## config.mk

```make
export PLATFORM = sky130hd
export DESIGN_NAME = line_dda_rasterizer_top
export DESIGN_NICKNAME = d
export VERILOG_FILES = /design/src/hdl/lda_pkg.sv /design/src/hdl/lda_datapath.sv /design/src/hdl/lda_ctrl.sv /design/src/hdl/line_dda_rasterizer_top.sv
export SDC_FILE = /design/constraint.sdc
export NUM_CORES = 1
export LEC_CHECK = 0
export BUFFER_PORTS_ARGS = -buffer_cell sky130_fd_sc_hd__buf_2
export CAP_MARGIN = 20
export CORE_AREA = 2 2 176 178
export DETAILED_ROUTE_END_ITERATION = 16
export DIE_AREA = 0 0 178 180
export HOLD_SLACK_MARGIN = 0.02
export PLACE_DENSITY_LB_ADDON = 0.15
export SLEW_MARGIN = 30
export SYNTH_ARGS = -nofsm -noshare
export SYNTH_HDL_FRONTEND = slang
export SYNTH_SLANG_ARGS = --single-unit
```

## constraint.sdc

```tcl
create_clock -name clk -period 15.1 [get_ports clk]
set_input_delay 1.51 -clock clk [delete_from_list [all_inputs] [get_ports clk]]
set_output_delay 1.51 -clock clk [all_outputs]
set_load 0.03 [all_outputs]
```

## src/hdl/lda_pkg.sv

```systemverilog
// ----------------------------------------------------------------------------
// lda_pkg
// Shared widths, codes, controller/datapath interface types and the pixel
// rounding function of the DDA line rasterizer.
// ----------------------------------------------------------------------------
package lda_pkg;

  // Coordinate and fixed point widths.
  localparam int COORD_W = 10;
  localparam int FRAC_W  = 16;
  localparam int ACC_W   = COORD_W + FRAC_W + 1;
  localparam int INC_W   = FRAC_W + 2;
  localparam int STEP_W  = COORD_W + 1;
  localparam int CNT_W   = $clog2(FRAC_W + 1);

  localparam logic [CNT_W-1:0] DIV_LAST_CNT = CNT_W'(FRAC_W);
  localparam logic [COORD_W-1:0] COORD_MAX  = {COORD_W{1'b1}};

  typedef enum logic {
    OP_BEGIN   = 1'b0,
    OP_ADVANCE = 1'b1
  } op_t;

  typedef enum logic [1:0] {
    ST_IDLE,
    ST_DIVIDE,
    ST_FINISH
  } state_t;

  // Commands from the controller to the datapath.
  typedef struct packed {
    logic start_div;
    logic div_step;
    logic finish;
    logic advance;
  } lda_cmd_t;

  // Status from the datapath to the controller.
  typedef struct packed {
    logic div_last;
    logic out_valid;
  } lda_sts_t;

  // Rounds a fixed point accumulator to a pixel as floor(acc + 0.5),
  // saturating to the coordinate range.
  function automatic logic [COORD_W-1:0] round_coord(input logic signed [ACC_W-1:0] acc);
    logic signed [ACC_W:0] v;
    logic [COORD_W+1:0]    p;
    v = $signed({acc[ACC_W-1], acc}) + $signed((ACC_W + 1)'(1) << (FRAC_W - 1));
    p = v[ACC_W:FRAC_W];
    if (v[ACC_W]) begin
      round_coord = '0;
    end else if (p[COORD_W+1:COORD_W] != 2'b00) begin
      round_coord = COORD_MAX;
    end else begin
      round_coord = p[COORD_W-1:0];
    end
  endfunction

endpackage

```

## src/hdl/lda_datapath.sv

```systemverilog
// ----------------------------------------------------------------------------
// lda_datapath
// Accumulators, increments, the two-lane radix-2 divider and the output
// register of the DDA line rasterizer.
// ----------------------------------------------------------------------------
module lda_datapath (
  input  logic                       clk,
  input  logic                       rst_n,
  input  lda_pkg::lda_cmd_t          cmd,
  output lda_pkg::lda_sts_t          sts,
  input  logic [lda_pkg::COORD_W-1:0] in_x_start,
  input  logic [lda_pkg::COORD_W-1:0] in_y_start,
  input  logic [lda_pkg::COORD_W-1:0] in_x_finish,
  input  logic [lda_pkg::COORD_W-1:0] in_y_finish,
  input  logic                       out_ready,
  output logic                       out_valid,
  output logic [lda_pkg::COORD_W-1:0] out_pixel_x,
  output logic [lda_pkg::COORD_W-1:0] out_pixel_y,
  output logic                       out_last,
  output logic                       out_valid_res
);
  import lda_pkg::*;

  logic signed [ACC_W-1:0]  x_acc_r, y_acc_r, x_acc_nxt, y_acc_nxt;
  logic signed [INC_W-1:0]  x_inc_r, y_inc_r, x_inc_fin, y_inc_fin;
  logic [STEP_W-1:0]        steps_r, steps_left_r;
  logic                     line_active_r;
  logic [STEP_W-1:0]        x_rem_r, y_rem_r;
  logic [FRAC_W:0]          x_q_r, y_q_r;
  logic                     x_neg_r, y_neg_r;
  logic [CNT_W-1:0]         cnt_r;
  logic                     out_valid_r, out_last_r, out_valid_res_r;
  logic [COORD_W-1:0]       out_pixel_x_r, out_pixel_y_r;

  logic signed [STEP_W-1:0] x_dx, y_dx;
  logic [STEP_W-1:0]        x_adx, y_adx, steps_max;
  logic                     x_ge, y_ge;
  logic [STEP_W-1:0]        x_diff, y_diff;
  logic                     zero_len, adv_last;

  // Operand setup for a begin transaction.
  assign x_dx      = $signed({1'b0, in_x_finish}) - $signed({1'b0, in_x_start});
  assign y_dx      = $signed({1'b0, in_y_finish}) - $signed({1'b0, in_y_start});
  assign x_adx     = x_dx[STEP_W-1] ? STEP_W'(-x_dx) : STEP_W'(x_dx);
  assign y_adx     = y_dx[STEP_W-1] ? STEP_W'(-y_dx) : STEP_W'(y_dx);
  assign steps_max = (x_adx > y_adx) ? x_adx : y_adx;

  // One restoring division step per lane; the remainder is stored pre-shifted.
  assign x_ge   = (x_rem_r >= steps_r);
  assign y_ge   = (y_rem_r >= steps_r);
  assign x_diff = x_ge ? (x_rem_r - steps_r) : x_rem_r;
  assign y_diff = y_ge ? (y_rem_r - steps_r) : y_rem_r;

  assign x_inc_fin = x_neg_r ? -$signed({1'b0, x_q_r}) : $signed({1'b0, x_q_r});
  assign y_inc_fin = y_neg_r ? -$signed({1'b0, y_q_r}) : $signed({1'b0, y_q_r});
  assign zero_len  = (steps_r == '0);

  assign x_acc_nxt = x_acc_r + {{(ACC_W-INC_W){x_inc_r[INC_W-1]}}, x_inc_r};
  assign y_acc_nxt = y_acc_r + {{(ACC_W-INC_W){y_inc_r[INC_W-1]}}, y_inc_r};
  assign adv_last  = (steps_left_r == STEP_W'(1));

  // Divider and operand registers.
  always_ff @(posedge clk) begin
    if (!rst_n) begin
      cnt_r <= '0;
    end else if (cmd.start_div) begin
      cnt_r <= '0;
    end else if (cmd.div_step) begin
      cnt_r <= cnt_r + CNT_W'(1);
    end
  end

  always_ff @(posedge clk) begin
    if (cmd.start_div) begin
      steps_r <= steps_max;
      x_rem_r <= x_adx;
      y_rem_r <= y_adx;
      x_q_r   <= '0;
      y_q_r   <= '0;
      x_neg_r <= x_dx[STEP_W-1];
      y_neg_r <= y_dx[STEP_W-1];
    end else if (cmd.div_step) begin
      x_rem_r <= {x_diff[STEP_W-2:0], 1'b0};
      y_rem_r <= {y_diff[STEP_W-2:0], 1'b0};
      x_q_r   <= {x_q_r[FRAC_W-1:0], x_ge};
      y_q_r   <= {y_q_r[FRAC_W-1:0], y_ge};
    end
  end

  // Line state.
  always_ff @(posedge clk) begin
    if (cmd.start_div) begin
      x_acc_r <= $signed({1'b0, in_x_start, {FRAC_W{1'b0}}});
      y_acc_r <= $signed({1'b0, in_y_start, {FRAC_W{1'b0}}});
    end else if (cmd.advance && line_active_r) begin
      x_acc_r <= x_acc_nxt;
      y_acc_r <= y_acc_nxt;
    end
    if (cmd.finish) begin
      x_inc_r <= zero_len ? '0 : x_inc_fin;
      y_inc_r <= zero_len ? '0 : y_inc_fin;
    end
  end

  always_ff @(posedge clk) begin
    if (!rst_n) begin
      line_active_r <= 1'b0;
      steps_left_r  <= '0;
    end else if (cmd.start_div) begin
      line_active_r <= 1'b0;
    end else if (cmd.finish) begin
      line_active_r <= !zero_len;
      steps_left_r  <= steps_r;
    end else if (cmd.advance && line_active_r) begin
      line_active_r <= !adv_last;
      steps_left_r  <= steps_left_r - STEP_W'(1);
    end
  end

  // Output register.
  always_ff @(posedge clk) begin
    if (!rst_n) begin
      out_valid_r <= 1'b0;
    end else if (cmd.finish || cmd.advance) begin
      out_valid_r <= 1'b1;
    end else if (out_ready) begin
      out_valid_r <= 1'b0;
    end
  end

  always_ff @(posedge clk) begin
    if (cmd.finish) begin
      out_pixel_x_r   <= round_coord(x_acc_r);
      out_pixel_y_r   <= round_coord(y_acc_r);
      out_last_r      <= zero_len;
      out_valid_res_r <= 1'b1;
    end else if (cmd.advance) begin
      if (line_active_r) begin
        out_pixel_x_r   <= round_coord(x_acc_nxt);
        out_pixel_y_r   <= round_coord(y_acc_nxt);
        out_last_r      <= adv_last;
        out_valid_res_r <= 1'b1;
      end else begin
        out_pixel_x_r   <= '0;
        out_pixel_y_r   <= '0;
        out_last_r      <= 1'b0;
        out_valid_res_r <= 1'b0;
      end
    end
  end

  assign sts.div_last  = (cnt_r == DIV_LAST_CNT);
  assign sts.out_valid = out_valid_r;

  assign out_valid     = out_valid_r;
  assign out_pixel_x   = out_pixel_x_r;
  assign out_pixel_y   = out_pixel_y_r;
  assign out_last      = out_last_r;
  assign out_valid_res = out_valid_res_r;

endmodule

```

## src/hdl/lda_ctrl.sv

```systemverilog
// ----------------------------------------------------------------------------
// lda_ctrl
// Controller of the DDA line rasterizer: sequences the divider on a begin
// transaction and issues single-cycle advances.
// ----------------------------------------------------------------------------
module lda_ctrl (
  input  logic              clk,
  input  logic              rst_n,
  input  logic              in_valid,
  input  lda_pkg::op_t      in_operation,
  output logic              in_ready,
  input  logic              out_ready,
  input  lda_pkg::lda_sts_t sts,
  output lda_pkg::lda_cmd_t cmd
);
  import lda_pkg::*;

  state_t state_r, state_nxt;
  logic   in_fire;

  always_ff @(posedge clk) begin
    if (!rst_n) begin
      state_r <= ST_IDLE;
    end else begin
      state_r <= state_nxt;
    end
  end

  always_comb begin
    state_nxt = state_r;
    cmd       = '0;
    // The output slot is free when empty or being drained in this cycle.
    in_ready  = (state_r == ST_IDLE) && (!sts.out_valid || out_ready);
    in_fire   = in_valid && in_ready;
    unique case (state_r)
      ST_IDLE: begin
        if (in_fire) begin
          if (in_operation == OP_BEGIN) begin
            cmd.start_div = 1'b1;
            state_nxt     = ST_DIVIDE;
          end else begin
            cmd.advance = 1'b1;
          end
        end
      end
      ST_DIVIDE: begin
        cmd.div_step = 1'b1;
        if (sts.div_last) begin
          state_nxt = ST_FINISH;
        end
      end
      ST_FINISH: begin
        cmd.finish = 1'b1;
        state_nxt  = ST_IDLE;
      end
      default: begin
        state_nxt = ST_IDLE;
      end
    endcase
  end

endmodule

```

## src/hdl/line_dda_rasterizer_top.sv

```systemverilog
// ----------------------------------------------------------------------------
// line_dda_rasterizer_top
// Fixed point DDA line rasterizer: a begin transaction loads two endpoints and
// returns the start pixel, each advance transaction returns the next pixel.
// ----------------------------------------------------------------------------
//
//   Channel  Handshake            Payload
//   in_      in_valid / in_ready  in_operation, in_x_start, in_y_start,
//                                 in_x_finish, in_y_finish
//   out_     out_valid/out_ready  out_pixel_x, out_pixel_y, out_last,
//                                 out_valid_res
//
// Advance transactions stream pixels at one per cycle while out_ready stays high.
// A begin transaction runs the radix-2 divider, which produces one quotient
// bit per cycle for both axes at once; a finish step then loads the
// increments and the start pixel into the output register.
// rst_n is synchronous and active low; it leaves the block idle with no line.
// A stalled out_ready holds the pending result. in_ready stays low only while
// the divider runs or finishes, or while a result waits and is not taken.
//
module line_dda_rasterizer_top (
  input  logic                        clk,
  input  logic                        rst_n,
  input  logic                        in_valid,
  output logic                        in_ready,
  input  logic                        in_operation,
  input  logic [lda_pkg::COORD_W-1:0] in_x_start,
  input  logic [lda_pkg::COORD_W-1:0] in_y_start,
  input  logic [lda_pkg::COORD_W-1:0] in_x_finish,
  input  logic [lda_pkg::COORD_W-1:0] in_y_finish,
  output logic                        out_valid,
  input  logic                        out_ready,
  output logic [lda_pkg::COORD_W-1:0] out_pixel_x,
  output logic [lda_pkg::COORD_W-1:0] out_pixel_y,
  output logic                        out_last,
  output logic                        out_valid_res
);
  import lda_pkg::*;

  // Command and status between the controller and the datapath.
  lda_cmd_t cmd;
  lda_sts_t sts;
  op_t      op;

  assign op = op_t'(in_operation);

  // The controller decides when a transaction is taken and steps the divider.
  lda_ctrl u_ctrl (
    .clk          (clk),
    .rst_n        (rst_n),
    .in_valid     (in_valid),
    .in_operation (op),
    .in_ready     (in_ready),
    .out_ready    (out_ready),
    .sts          (sts),
    .cmd          (cmd)
  );

  // The datapath holds the line state and the registered result.
  lda_datapath u_datapath (
    .clk           (clk),
    .rst_n         (rst_n),
    .cmd           (cmd),
    .sts           (sts),
    .in_x_start    (in_x_start),
    .in_y_start    (in_y_start),
    .in_x_finish   (in_x_finish),
    .in_y_finish   (in_y_finish),
    .out_ready     (out_ready),
    .out_valid     (out_valid),
    .out_pixel_x   (out_pixel_x),
    .out_pixel_y   (out_pixel_y),
    .out_last      (out_last),
    .out_valid_res (out_valid_res)
  );

endmodule

```

## Word level (Yosys, flattened, before mapping)

Cells that the tools add are included.

- Add/subtract/negate cells: 16
- Order comparisons: 3
- Equality and inequality tests: 7
- Multiplexer cells: 51
- Bitwise logic cells: 4
- Reductions and logical operators: 24

Operators by type and width:

| cell | number |
|---|---|
| $mux W10 | 16 |
| $add A27 B17 Y28 const B | 4 |
| $mux W26 | 4 |
| $mux W11 | 9 |
| $add A27 B27 Y27 | 2 |
| $neg A17 Y18 | 2 |
| $mux W17 | 2 |
| $ge A11 B11 Y1 | 2 |
| $neg A11 Y11 | 2 |
| $sub A10 B10 Y11 | 2 |
| $sub A10 B10 Y10 | 2 |
| $reduce_bool A2 Y1 | 9 |
| $mux W1 | 16 |
| $eq A11 B1 Y1 const B | 1 |
| $gt A11 B11 Y1 | 1 |
| $logic_not A11 Y1 | 1 |
| $sub A11 B1 Y11 const B | 1 |
| $mux W2 | 3 |
| $reduce_or A2 Y1 | 3 |
| $add A5 B1 Y5 const B | 1 |
| $eq A5 B5 Y1 const B | 1 |
| $ne A2 B2 Y1 const B | 2 |
| $not A1 Y1 | 4 |
| $pmux W2 S2 | 1 |
| other kinds (9) | 14 |

- Register bits after elaboration: 201
- Bits of input ports: 45
- Output and inout bits: 24
- Word-level logic and storage cells: 129

## Logic depth before layout (Yosys ltp)

Gate-level depths: netlist of the first run.

- Word-level depth: 9
- Mapped depth: 26
- Gate-level depth less buffers: 24

## Modules after synthesis

From an unflattened synthesis of the first run, not the netlist that was laid out.

- Cells, all modules: 1690
- Area, all modules: 15035.7 um^2

By module, submodules not included:

| module | times used | cells an instance | area an instance (um^2) | sequential area each (um^2) |
|---|---|---|---|---|
| lda_datapath | 1 | 1676 | 14886.8 | 5104.9 |
| lda_ctrl | 1 | 14 | 148.9 | 40.0 |

## Worst setup path before layout of the first run

Ideal clock, no wire load.

- Path kind: input to register
- Start: input port in_x_finish[0] (netlist bit)
- End: register u_datapath.steps_r[0] (data pin)
- Library setup time: 279 ps
- Arrival: 6107 ps
- Data required time: 14821 ps
- Slack: 8715 ps
- Stages on the path: 26
- Path buffers: 2
- Cell sequence: inv_1 -> ha_1 -> inv_1 -> fa_1 -> a21o_1 -> a21oi_1 -> o21ai_0 -> a2111o_1 -> a31o_2 -> a21oi_1 -> clkbuf_1 -> nor2_1 -> a21oi_1 -> inv_1 -> ha_1 -> nor2b_1 -> o21a_1 -> o21a_1 -> o21a_1 -> o21a_1 -> o21ai_0 -> a21oi_1 -> o41ai_1 -> a41oi_1 -> buf_1 -> mux2i_1

- Cells in the longest elaborated chain, start to end: 5

Ends and longest elaborated chain:

| what | RTL line | source |
|---|---|---|
| start: declaration | line_dda_rasterizer_top.sv:29 | `input logic [lda_pkg::COORD_W-1:0] in_x_finish,` |
| $sub A10 B10 Y11 * | lda_datapath.sv:42 | `assign x_dx = $signed({1'b0, in_x_finish}) - $signed({1'b0, in_x_start});` |
| named net u_datapath.x_dx[10] | lda_datapath.sv:35 | `logic signed [STEP_W-1:0] x_dx, y_dx;` |
| $neg A11 Y11 | lda_datapath.sv:44 | `assign x_adx = x_dx[STEP_W-1] ? STEP_W'(-x_dx) : STEP_W'(x_dx);` |
| $mux W11 * | lda_datapath.sv:44 |  |
| $gt A11 B11 Y1 | lda_datapath.sv:46 | `assign steps_max = (x_adx > y_adx) ? x_adx : y_adx;` |
| $mux W11 * | lda_datapath.sv:46 |  |
| named net u_datapath.steps_max[0] | lda_datapath.sv:36 | `logic [STEP_W-1:0] x_adx, y_adx, steps_max;` |
| end signal: assignment | lda_datapath.sv:75 | `steps_r <= steps_max;` |
| end: declaration | lda_datapath.sv:26 | `logic [STEP_W-1:0] steps_r, steps_left_r;` |

Mark *: on every way through the listed nets, which the timed path passes. The rest lies on a longest branch.
A chain may end at the register's enable or synchronous reset.

## Worst setup path after layout of the first run

- Start: input port in_x_finish[0] (netlist bit)
- End: register u_datapath.steps_r[6] (data pin)

- Cells in the longest elaborated chain, start to end: 5

Ends and longest elaborated chain:

| what | RTL line |
|---|---|
| $sub A10 B10 Y11 * | lda_datapath.sv:42 |
| $neg A11 Y11 | lda_datapath.sv:44 |
| $mux W11 * | lda_datapath.sv:44 |
| $gt A11 B11 Y1 | lda_datapath.sv:46 |
| $mux W11 * | lda_datapath.sv:46 |
| named net u_datapath.steps_max[6] | lda_datapath.sv:36 |

Marked as above.

==> run_results.csv, run 1 <==
group,metric,value,unit
worst_hold_path,hp-class,"reg -> reg",
cts,clock_sinks,201,
cts,cts_buffer_depth,3,
die,dieArea,32000,µm²
placed_design,portBuffers,68,
die,chipHeight,180,µm
yosys,synth_flop_cell,"edfxtp_1",
die,rows,64,
layout,final_util,0.547,
detailed_routing,dr.pass1.iters,5,
critical_path,slowest_stage,"a21oi_1",
placed_design,place_ws,8.09,ns
placed_design,place_congestion,0.897,
die,die-width,178,µm
power_and_ir_drop,intPower,1.26,mW
global_route,grt_pass1_wl,63.6,mm
cts,cts_setup_buffers,0,
timing,setup_tns,0,ns
critical_path,critPathMaxStageDelay,0.63,ns
power_and_ir_drop,p_seq_frac,0.358,
timing,finalCritPeriodShare,0.429,
power_and_ir_drop,power_frac_comb,0.291,
critical_path,cp.arrival,6.75,ns
timing,setup_slack,8.62,ns
cts,clk_latency,0.55,ns
cts,cts_tree,"done",
die,initial_utilization,0.493,
critical_path,crit_fanout,12,
cts,cts_resized,0,
detailed_routing,wirelength,39.8,mm
layout,layout_common_cells,"198 x nand2_1, 150 x o21ai_0, 121 x nor2_1",
detailed_routing,antenna_left,0,
layout,drive_gt1_frac,0.0917,
timing,rsz0062_at_grt,"false",
detailed_routing,wl_per_cell,18.2,µm
timing,fin_worst_skew,0.0217,ns
power_and_ir_drop,p_switching,598,µW
layout,area_delta_synth_final,11.0,%
global_route,grt_overflow,0,
global_route,grt_util_all_layers,0.246,
yosys,avgSynthCellArea,8.62,µm²
detailed_routing,drt_iter0_drc,987,
critical_path,cp_data_required_time,15.36,ns
die,core_area,30200,µm²
power_and_ir_drop,ir_worst_vdd,0.0928,mV
detailed_routing,route.detailed.drc,0,
timing,hold_viol,0,
power_and_ir_drop,power_density,113,nW/µm²
yosys,syn-num-nets,1894,
cts,clkTransAtPathRegs,0.06,ns
critical_path,worst_setup_path_end_kind,"register",
cts,cts-root-buf,"clkbuf_16",
cts,postCtsHoldBufs,0,
cts,cts_max_level,1,
job,maxCapViolations,0,
timing,worst_slew_pin_slew,0.926,ns
layout,stdcell_count,2186,
placed_design,dp_hpwl,29.6,mm
cts,cts_inserted_buffers,26,
yosys,synth_edf_count,112,
power_and_ir_drop,total_power,1.86,mW
detailed_routing,viasPerCell,5.82,
die,io_pins,69,
yosys,synth-seq-cells,201,
placed_design,place_area,15600,µm²
power_and_ir_drop,clkPwrFrac,0.352,
timing,period_minus_slack,6.48,ns
layout,fin_area,16500,µm²
global_route,antenna_found_initial,2,
yosys,synthDistinctLibCells,84,
critical_path,start_kind,"input port",
yosys,ys.warnings.count,0,
timing,hold_slack,0.457,ns
timing,setup_viol,0,
yosys,synth_seq_area_share,0.346,
global_route,first_global_vias,12000,
layout,final_common_cell,"nand2_1",
status,status,"completed",
yosys,syn-cell-area,14900,µm²
global_route,grt_max_degree,71,
critical_path,crit_type,"in -> reg",
timing,fmax,0.154,GHz
detailed_routing,vias,12700,
timing,finalMaxSlewViolations,0,
power_and_ir_drop,sw_frac_of_total,0.321,
yosys,syn_inst,1726,
placed_design,dp.cells,2137,
power_and_ir_drop,cellLeakagePower,6.87,nW
yosys,synthArstFlopShare,0,
timing,slew-limit-headroom,0.381,
layout,final_net_count,1937,
## final timing paths
kind | start | to | slack [ns] | depth (start not counted)
setup / recovery | in_x_finish[0] | u_datapath.steps_r[6] | 8.62 | 26
hold / removal | u_datapath.x_acc_r[11] | u_datapath.x_acc_r[11] | 0.46 | 2
setup reg to reg | u_datapath.x_inc_r[17] | u_datapath.out_pixel_x[1] | 10.59 | 11
hold reg to reg | u_datapath.x_acc_r[11] | u_datapath.x_acc_r[11] | 0.46 | 2
## critical path: cells and delay by family
family | cells | cell delay (ns)
muxes | 1 | 0.13
buffers and inverters | 5 | 0.50
and+or+nand+nor | 2 | 0.21
adders and majority gates | 3 | 0.86
AOI/OAI and AO/OA | 15 | 3.52
## final cells by class
cell class              count  area, µm²
clock buffers              36        803
multi-input cells        1377       9210
inverters                  83        312
clock inverters            12        125
diodes                      1       2.50
repair buffers             80        430
flip-flops and latches    201       5140
well taps                 396        495
fillers                  2776      13700
## sequential cells by signal (all words and copies together) (netlist names)
signal and count:
u_datapath.x_acc_r 27, u_datapath.out_valid 1, u_datapath.y_q_r 17, u_datapath.y_inc_r 18, u_datapath.x_q_r 17, u_datapath.out_pixel_x 10
u_datapath.x_neg_r 1, u_datapath.steps_r 11, u_datapath.steps_left_r 11, u_datapath.out_pixel_y 10, u_datapath.cnt_r 5, u_datapath.y_neg_r 1
u_datapath.line_active_r 1, u_datapath.y_acc_r 27, u_datapath.x_rem_r 11, u_datapath.out_valid_res 1, u_datapath.y_rem_r 11, u_datapath.out_last 1
u_ctrl.state_r 2, u_datapath.x_inc_r 18
## routing by layer
layer | up-vias | global-route usage | part of all wire
li1 | 6373 | - | -
met1 | 5948 | 0.354 | 0.47
met2 | 348 | 0.390 | 0.45
met3 | 59 | 0.0256 | 0.050
met4 | 0 | 0.0741 | 0.027
met5 | - | 0 | 0
## synthesized netlist by cell type, types with 20 or more instances
cell	count	share of area
nand2_1	200	0.050
o21ai_0	151	0.051
nor2_1	122	0.031
ha_1	117	0.098
edfxtp_1	112	0.23
a21oi_1	107	0.036
dfxtp_1	89	0.12
inv_1	83	0.021
xor2_1	80	0.047
nand3_1	73	0.025
xnor2_1	72	0.042
clkbuf_1	56	0.014
nor3_1	47	0.016
a21o_1	29	0.015
mux2i_1	28	0.019
nor2b_1	20	0.0084
## cells by family after synthesis
kind of cell	count (synthesis)	share of synthesized area
AO/OA/AOI/OAI	472	0.204
XOR/XNOR	153	0.0906
adder cells (fa/ha/maj)	123	0.106
buffers and inverters	148	0.0376
flip-flops	201	0.346
multiplexers	30	0.0203
AND/OR/NAND/NOR	599	0.195
## power groups by stage
stage          registers, mW  clock network [mW]  logic (mW)
4_1_cts                0.664               0.667       0.539
3_3_place_gp           0.675                   0       0.529
5_1_grt                0.668               0.690       0.607
6_report               0.666               0.655       0.541
3_5_place_dp           0.675                   0       0.533
2_1_floorplan          0.666                   0       0.406
Power figures use the tool's default switching activity.
==> run 2: changes to the inputs <==
clock period = 5.7 ns   (was 15.1 ns; I/O delays follow)
==> run 2 against run 1 <==
Power rose to 2.6 times the previous value. Largest power group unchanged. Critical path type unchanged. Via count rose by 1.5%. Clock skew rose by 0.0021 ns. Count of clock-buffer cells in the layout rose by 2. Clock power rose by 140%. Register-to-register slack got worse by 9.4 ns. Sequential share of layout area rose by 0.073 points. Critical path depth did not move.
==> run_results.csv, run 2 (same netlist as run 1, synthesis figures left out) <==
group,metric,value,unit
cts,cts_setup_buffers,0,
worst_hold_path,hp-class,"in -> reg",
timing,setup_tns,0,ns
global_route,grt_pass1_wl,63.5,mm
power_and_ir_drop,power_density,291,nW/µm²
timing,finalMaxSlewViolations,0,
critical_path,cp_data_required_time,5.96,ns
global_route,use_met1,0.349,
layout,fin_area,16500,µm²
power_and_ir_drop,total_power,4.80,mW
global_route,use_met2,0.387,
cts,cts_tree,"done",
layout,final_net_count,1945,
timing,fmax,0.199,GHz
layout,fill_cells,2821,
timing,setup_viol,0,
cts,cts_inserted_buffers,24,
cts,postCtsHoldBufs,0,
detailed_routing,drt_iter0_drc,1076,
cts,cts_max_level,1,
layout,insertedDiodeCount,0,
layout,final_common_cell,"nand2_1",
cts,clkTransAtPathRegs,0.06,ns
detailed_routing,vias,12900,
critical_path,crit_type,"in -> reg",
detailed_routing,wl_per_cell,18.1,µm
global_route,grt_util_all_layers,0.245,
placed_design,place_area,15700,µm²
layout,area_delta_synth_final,10.8,%
critical_path,start_kind,"input port",
layout,top_regs,"u_datapath.x_acc_r x27, u_datapath.y_acc_r x27",
global_route,busiest_layer,"met2",
cts,cts_buffer_depth,3,
timing,fin_worst_skew,0.0239,ns
global_route,grt_util_met3,0.0372,
global_route,first_global_vias,12000,
critical_path,critPathMaxStageDelay,0.44,ns
timing,slew-limit-headroom,0.429,
die,core_area,30200,µm²
critical_path,worst_setup_path_end_kind,"register",
placed_design,place_ws,0.192,ns
cts,cts-root-buf,"clkbuf_16",
placed_design,portBuffers,68,
layout,drive_gt1_frac,0.0947,
timing,worst_slew_pin_slew,0.833,ns
global_route,grt_overflow,0,
detailed_routing,wirelength,39.6,mm
layout,layout_common_cells,"197 x nand2_1, 150 x o21ai_0, 121 x nor2_1",
die,rows,64,
timing,rsz0062_at_grt,"false",
detailed_routing,viasPerCell,5.90,
detailed_routing,route.detailed.drc,0,
timing,period_minus_slack,5.02,ns
global_route,antenna_found_initial,0,
detailed_routing,antenna_left,0,
cts,clk_latency,0.54,ns
critical_path,crit_fanout,10,
die,die-width,178,µm
timing,hold_slack,0.373,ns
power_and_ir_drop,cellLeakagePower,6.86,nW
timing,hold_viol,0,
cts,clock_sinks,201,
critical_path,slowest_stage,"a2111o_1",
die,chipHeight,180,µm
die,io_pins,69,
die,initial_utilization,0.493,
die,dieArea,32000,µm²
timing,finalCritPeriodShare,0.880,
placed_design,place_congestion,0.916,
job,maxCapViolations,0,
global_route,grt_max_degree,67,
critical_path,cp.arrival,5.27,ns
cts,cts_resized,0,
status,status,"completed",
placed_design,dp_hpwl,29.5,mm
detailed_routing,dr.pass1.iters,6,
timing,setup_slack,0.684,ns
power_and_ir_drop,ir_worst_vdd,0.272,mV
run 2: cell type report:
| type | count | area, µm² | area share |
|---|---|---|---|
| clock inverter | 6 | 68.8 | 0.00418 |
| multi-input combinational | 1377 | 9200 | 0.558 |
| sequential | 201 | 5140 | 0.312 |
| timing repair buffer | 90 | 505 | 0.0307 |
| clock buffer | 38 | 754 | 0.0458 |
| tap | 396 | 495 | 0.0301 |
| inverter | 83 | 312 | 0.0189 |
run 2: per-stage QoR:
step                utilization  instances
global route              0.546       2191
finish                    0.546       2191
detailed placement        0.519       2147
floorplan                     -       1726
CTS                       0.546       2191
global placement          0.518       2147
run 2: metal layers:
layer / part of all wire / vias up
met5: 0 / -
met4: 0.027 / 0
met3: 0.062 / 68
met2: 0.45 / 393
met1: 0.47 / 6053
li1: - / 6402
run 2: final timing paths:
kind	from	endpoint	slack (ns)	cells past startpoint
max	in_x_finish[0]	u_datapath.steps_r[8]	0.68	26
max reg2reg	u_datapath.x_inc_r[17]	u_datapath.out_pixel_x[3]	1.16	11
min	out_ready	u_datapath.out_valid	0.37	3
min reg2reg	u_datapath.x_acc_r[14]	u_datapath.x_acc_r[14]	0.46	2
run 2: power by group:
group	total, mW	internal (mW)	switching (mW)
Sequential	1.75	1.68	0.0711
Combinational	1.47	0.615	0.852
Clock	1.58	0.952	0.628
run 2: critical path, delay by kind of cell:
family	cells	cell delay [ns]
simple gates	1	0.13
compound gates	15	2.89
fa+ha+maj	3	0.79
mux	1	0.14
buf+inv	6	0.71
==> run 3: changes to the inputs <==
==> constraint.sdc (replaced) <==
create_clock -name clk -period 5.7 [get_ports clk]
set_input_delay 0.285 -clock clk [delete_from_list [all_inputs] [get_ports clk]]
set_output_delay 0.285 -clock clk [all_outputs]
set_load 0.03 [all_outputs]
==> run 3 against run 2 <==
First-iteration DRC count shrank 7.0%. Maximum frequency rose by 3.8%. Power rose by 0.21%. Core utilization down 0.091 points. Hold slack got worse by 0.27 ns. Register-to-register slack got worse by 0.18 ns. Flip-flop and latch count is the same. Clock skew is essentially flat. Clock power barely moved. Sequential power hardly changed. Critical path type unchanged. Largest power group unchanged.
==> run_results.csv, run 3 (same netlist as run 1, synthesis figures left out) <==
group,metric,value,unit
power_and_ir_drop,ir_worst_vdd,0.235,mV
detailed_routing,route.detailed.drc,0,
timing,period_minus_slack,4.83,ns
timing,slew-limit-headroom,0.430,
placed_design,place_congestion,0.894,
critical_path,slowest_stage,"a2111o_1",
critical_path,cp.arrival,5.08,ns
global_route,antenna_found_initial,2,
detailed_routing,wl_per_cell,18.0,µm
global_route,grt_max_degree,68,
job,maxCapViolations,0,
detailed_routing,dr.pass1.iters,6,
timing,hold_viol,0,
critical_path,crit_type,"in -> reg",
detailed_routing,vias,12800,
cts,cts_setup_buffers,0,
cts,cts_max_level,1,
critical_path,crit_fanout,10,
timing,setup_tns,0,ns
die,io_pins,69,
power_and_ir_drop,power_density,292,nW/µm²
timing,finalCritPeriodShare,0.847,
critical_path,crit_family,"compound AO/OA/AOI/OAI gates",
power_and_ir_drop,cellLeakagePower,6.83,nW
timing,finalMaxSlewViolations,0,
critical_path,worst_setup_path_end_kind,"register",
timing,setup_slack,0.870,ns
placed_design,place_ws,0.358,ns
timing,setup_viol,0,
layout,fill_cells,2835,
global_route,grt_util_met3,0.0300,
timing,fmax,0.207,GHz
global_route,use_met2,0.391,
die,die-width,178,µm
global_route,grt_util_all_layers,0.248,
cts,cts_resized,0,
die,core_area,30200,µm²
cts,postCtsHoldBufs,0,
power_and_ir_drop,total_power,4.81,mW
status,status,"completed",
placed_design,place_area,15600,µm²
global_route,first_global_vias,12000,
die,initial_utilization,0.493,
die,dieArea,32000,µm²
global_route,grt_overflow,0,
die,chipHeight,180,µm
critical_path,critPathMaxStageDelay,0.44,ns
timing,rsz0062_at_grt,"false",
critical_path,start_kind,"input port",
timing,fin_worst_skew,0.0235,ns
layout,final_common_cell,"nand2_1",
worst_hold_path,hp-class,"in -> reg",
cts,clock_sinks,201,
detailed_routing,drt_iter0_drc,1001,
global_route,grt_pass1_wl,64.0,mm
placed_design,dp.cells,2142,
cts,clkTransAtPathRegs,0.06,ns
detailed_routing,wirelength,39.3,mm
cts,cts_buffer_depth,3,
critical_path,reg2regPathDepth,11,
cts,cts_inserted_buffers,24,
cts,clk_latency,0.54,ns
detailed_routing,viasPerCell,5.84,
critical_path,path_depth,26,
detailed_routing,antenna_left,0,
global_route,busiest_layer,"met2",
layout,stdcell_count,2187,
cts,cts-root-buf,"clkbuf_16",
layout,area_delta_synth_final,10.6,%
global_route,use_met1,0.359,
cts,cts_tree,"done",
placed_design,portBuffers,68,
layout,layout_common_cells,"197 x nand2_1, 150 x o21ai_0, 121 x nor2_1",
layout,top_regs,"u_datapath.x_acc_r x27, u_datapath.y_acc_r x27",
layout,drive_gt1_frac,0.0927,
die,rows,64,
critical_path,critical_path_buf_inv_count,5,
layout,final_net_count,1940,
critical_path,cp_data_required_time,5.95,ns
layout,fin_area,16500,µm²
placed_design,dp_hpwl,29.3,mm
timing,worst_slew_pin_slew,0.832,ns
worst_hold_path,min_path_cells,3,
[run 3: changes by cell type in the layout (fill, tap and decap cells not counted), sizes merged]
cell      delta
clkbuf       -9
diode        +1
clkinv       +4
inv          +1
buf          -5
bufinv       +2
clkinvlp     +2
[run 3: tightest hold or removal path, delay by kind of cell]
kind	cells	cell delay, ns
AO/OA/AOI/OAI	1	0.17
buffers and inverters	1	0.07
AND/OR/NAND/NOR	1	0.04
[run 3: path summary, 6_finish.rpt]
path,from,endpoint,slack (ns)
worst max-delay path,in_x_finish[0],u_datapath.steps_r[7],0.87
worst min-delay path,out_ready,u_datapath.out_valid,0.10
worst max register to register,u_datapath.x_inc_r[17],u_datapath.out_pixel_x[0],0.98
worst min register to register,u_datapath.x_acc_r[10],u_datapath.x_acc_r[10],0.46
[run 3: power by group]
| group | switching (mW) | internal, mW |
|---|---|---|
| Clock | 0.637 | 0.972 |
| Combinational | 0.847 | 0.595 |
| Sequential | 0.0772 | 1.68 |
[run 3: stage by stage]
stage,hold slack (ns),utilization
3_3_place_gp,0.442,0.517
6_report,0.102,0.545
5_1_grt,0.106,0.545
3_5_place_dp,0.450,0.517
2_1_floorplan,0.418,-
4_1_cts,0.0833,0.545
[run 3: area by class of cell]
class	count	area, µm²	area share
clock buffers	29	671	0.0408
diodes	1	2.50	0.000152
flip-flops and latches	201	5140	0.313
repair buffers	85	468	0.0284
inverters	83	314	0.0191
multi-input cells	1377	9200	0.559
well taps	396	495	0.0301
clock inverters	15	158	0.00958
[run 3: layer usage]
metal / vias to the layer above / routed length (µm)
li1: 6388 / -
met1: 5974 / 18800
met2: 349 / 17500
met3: 61 / 2080
met4: 0 / 922
met5: - / 0
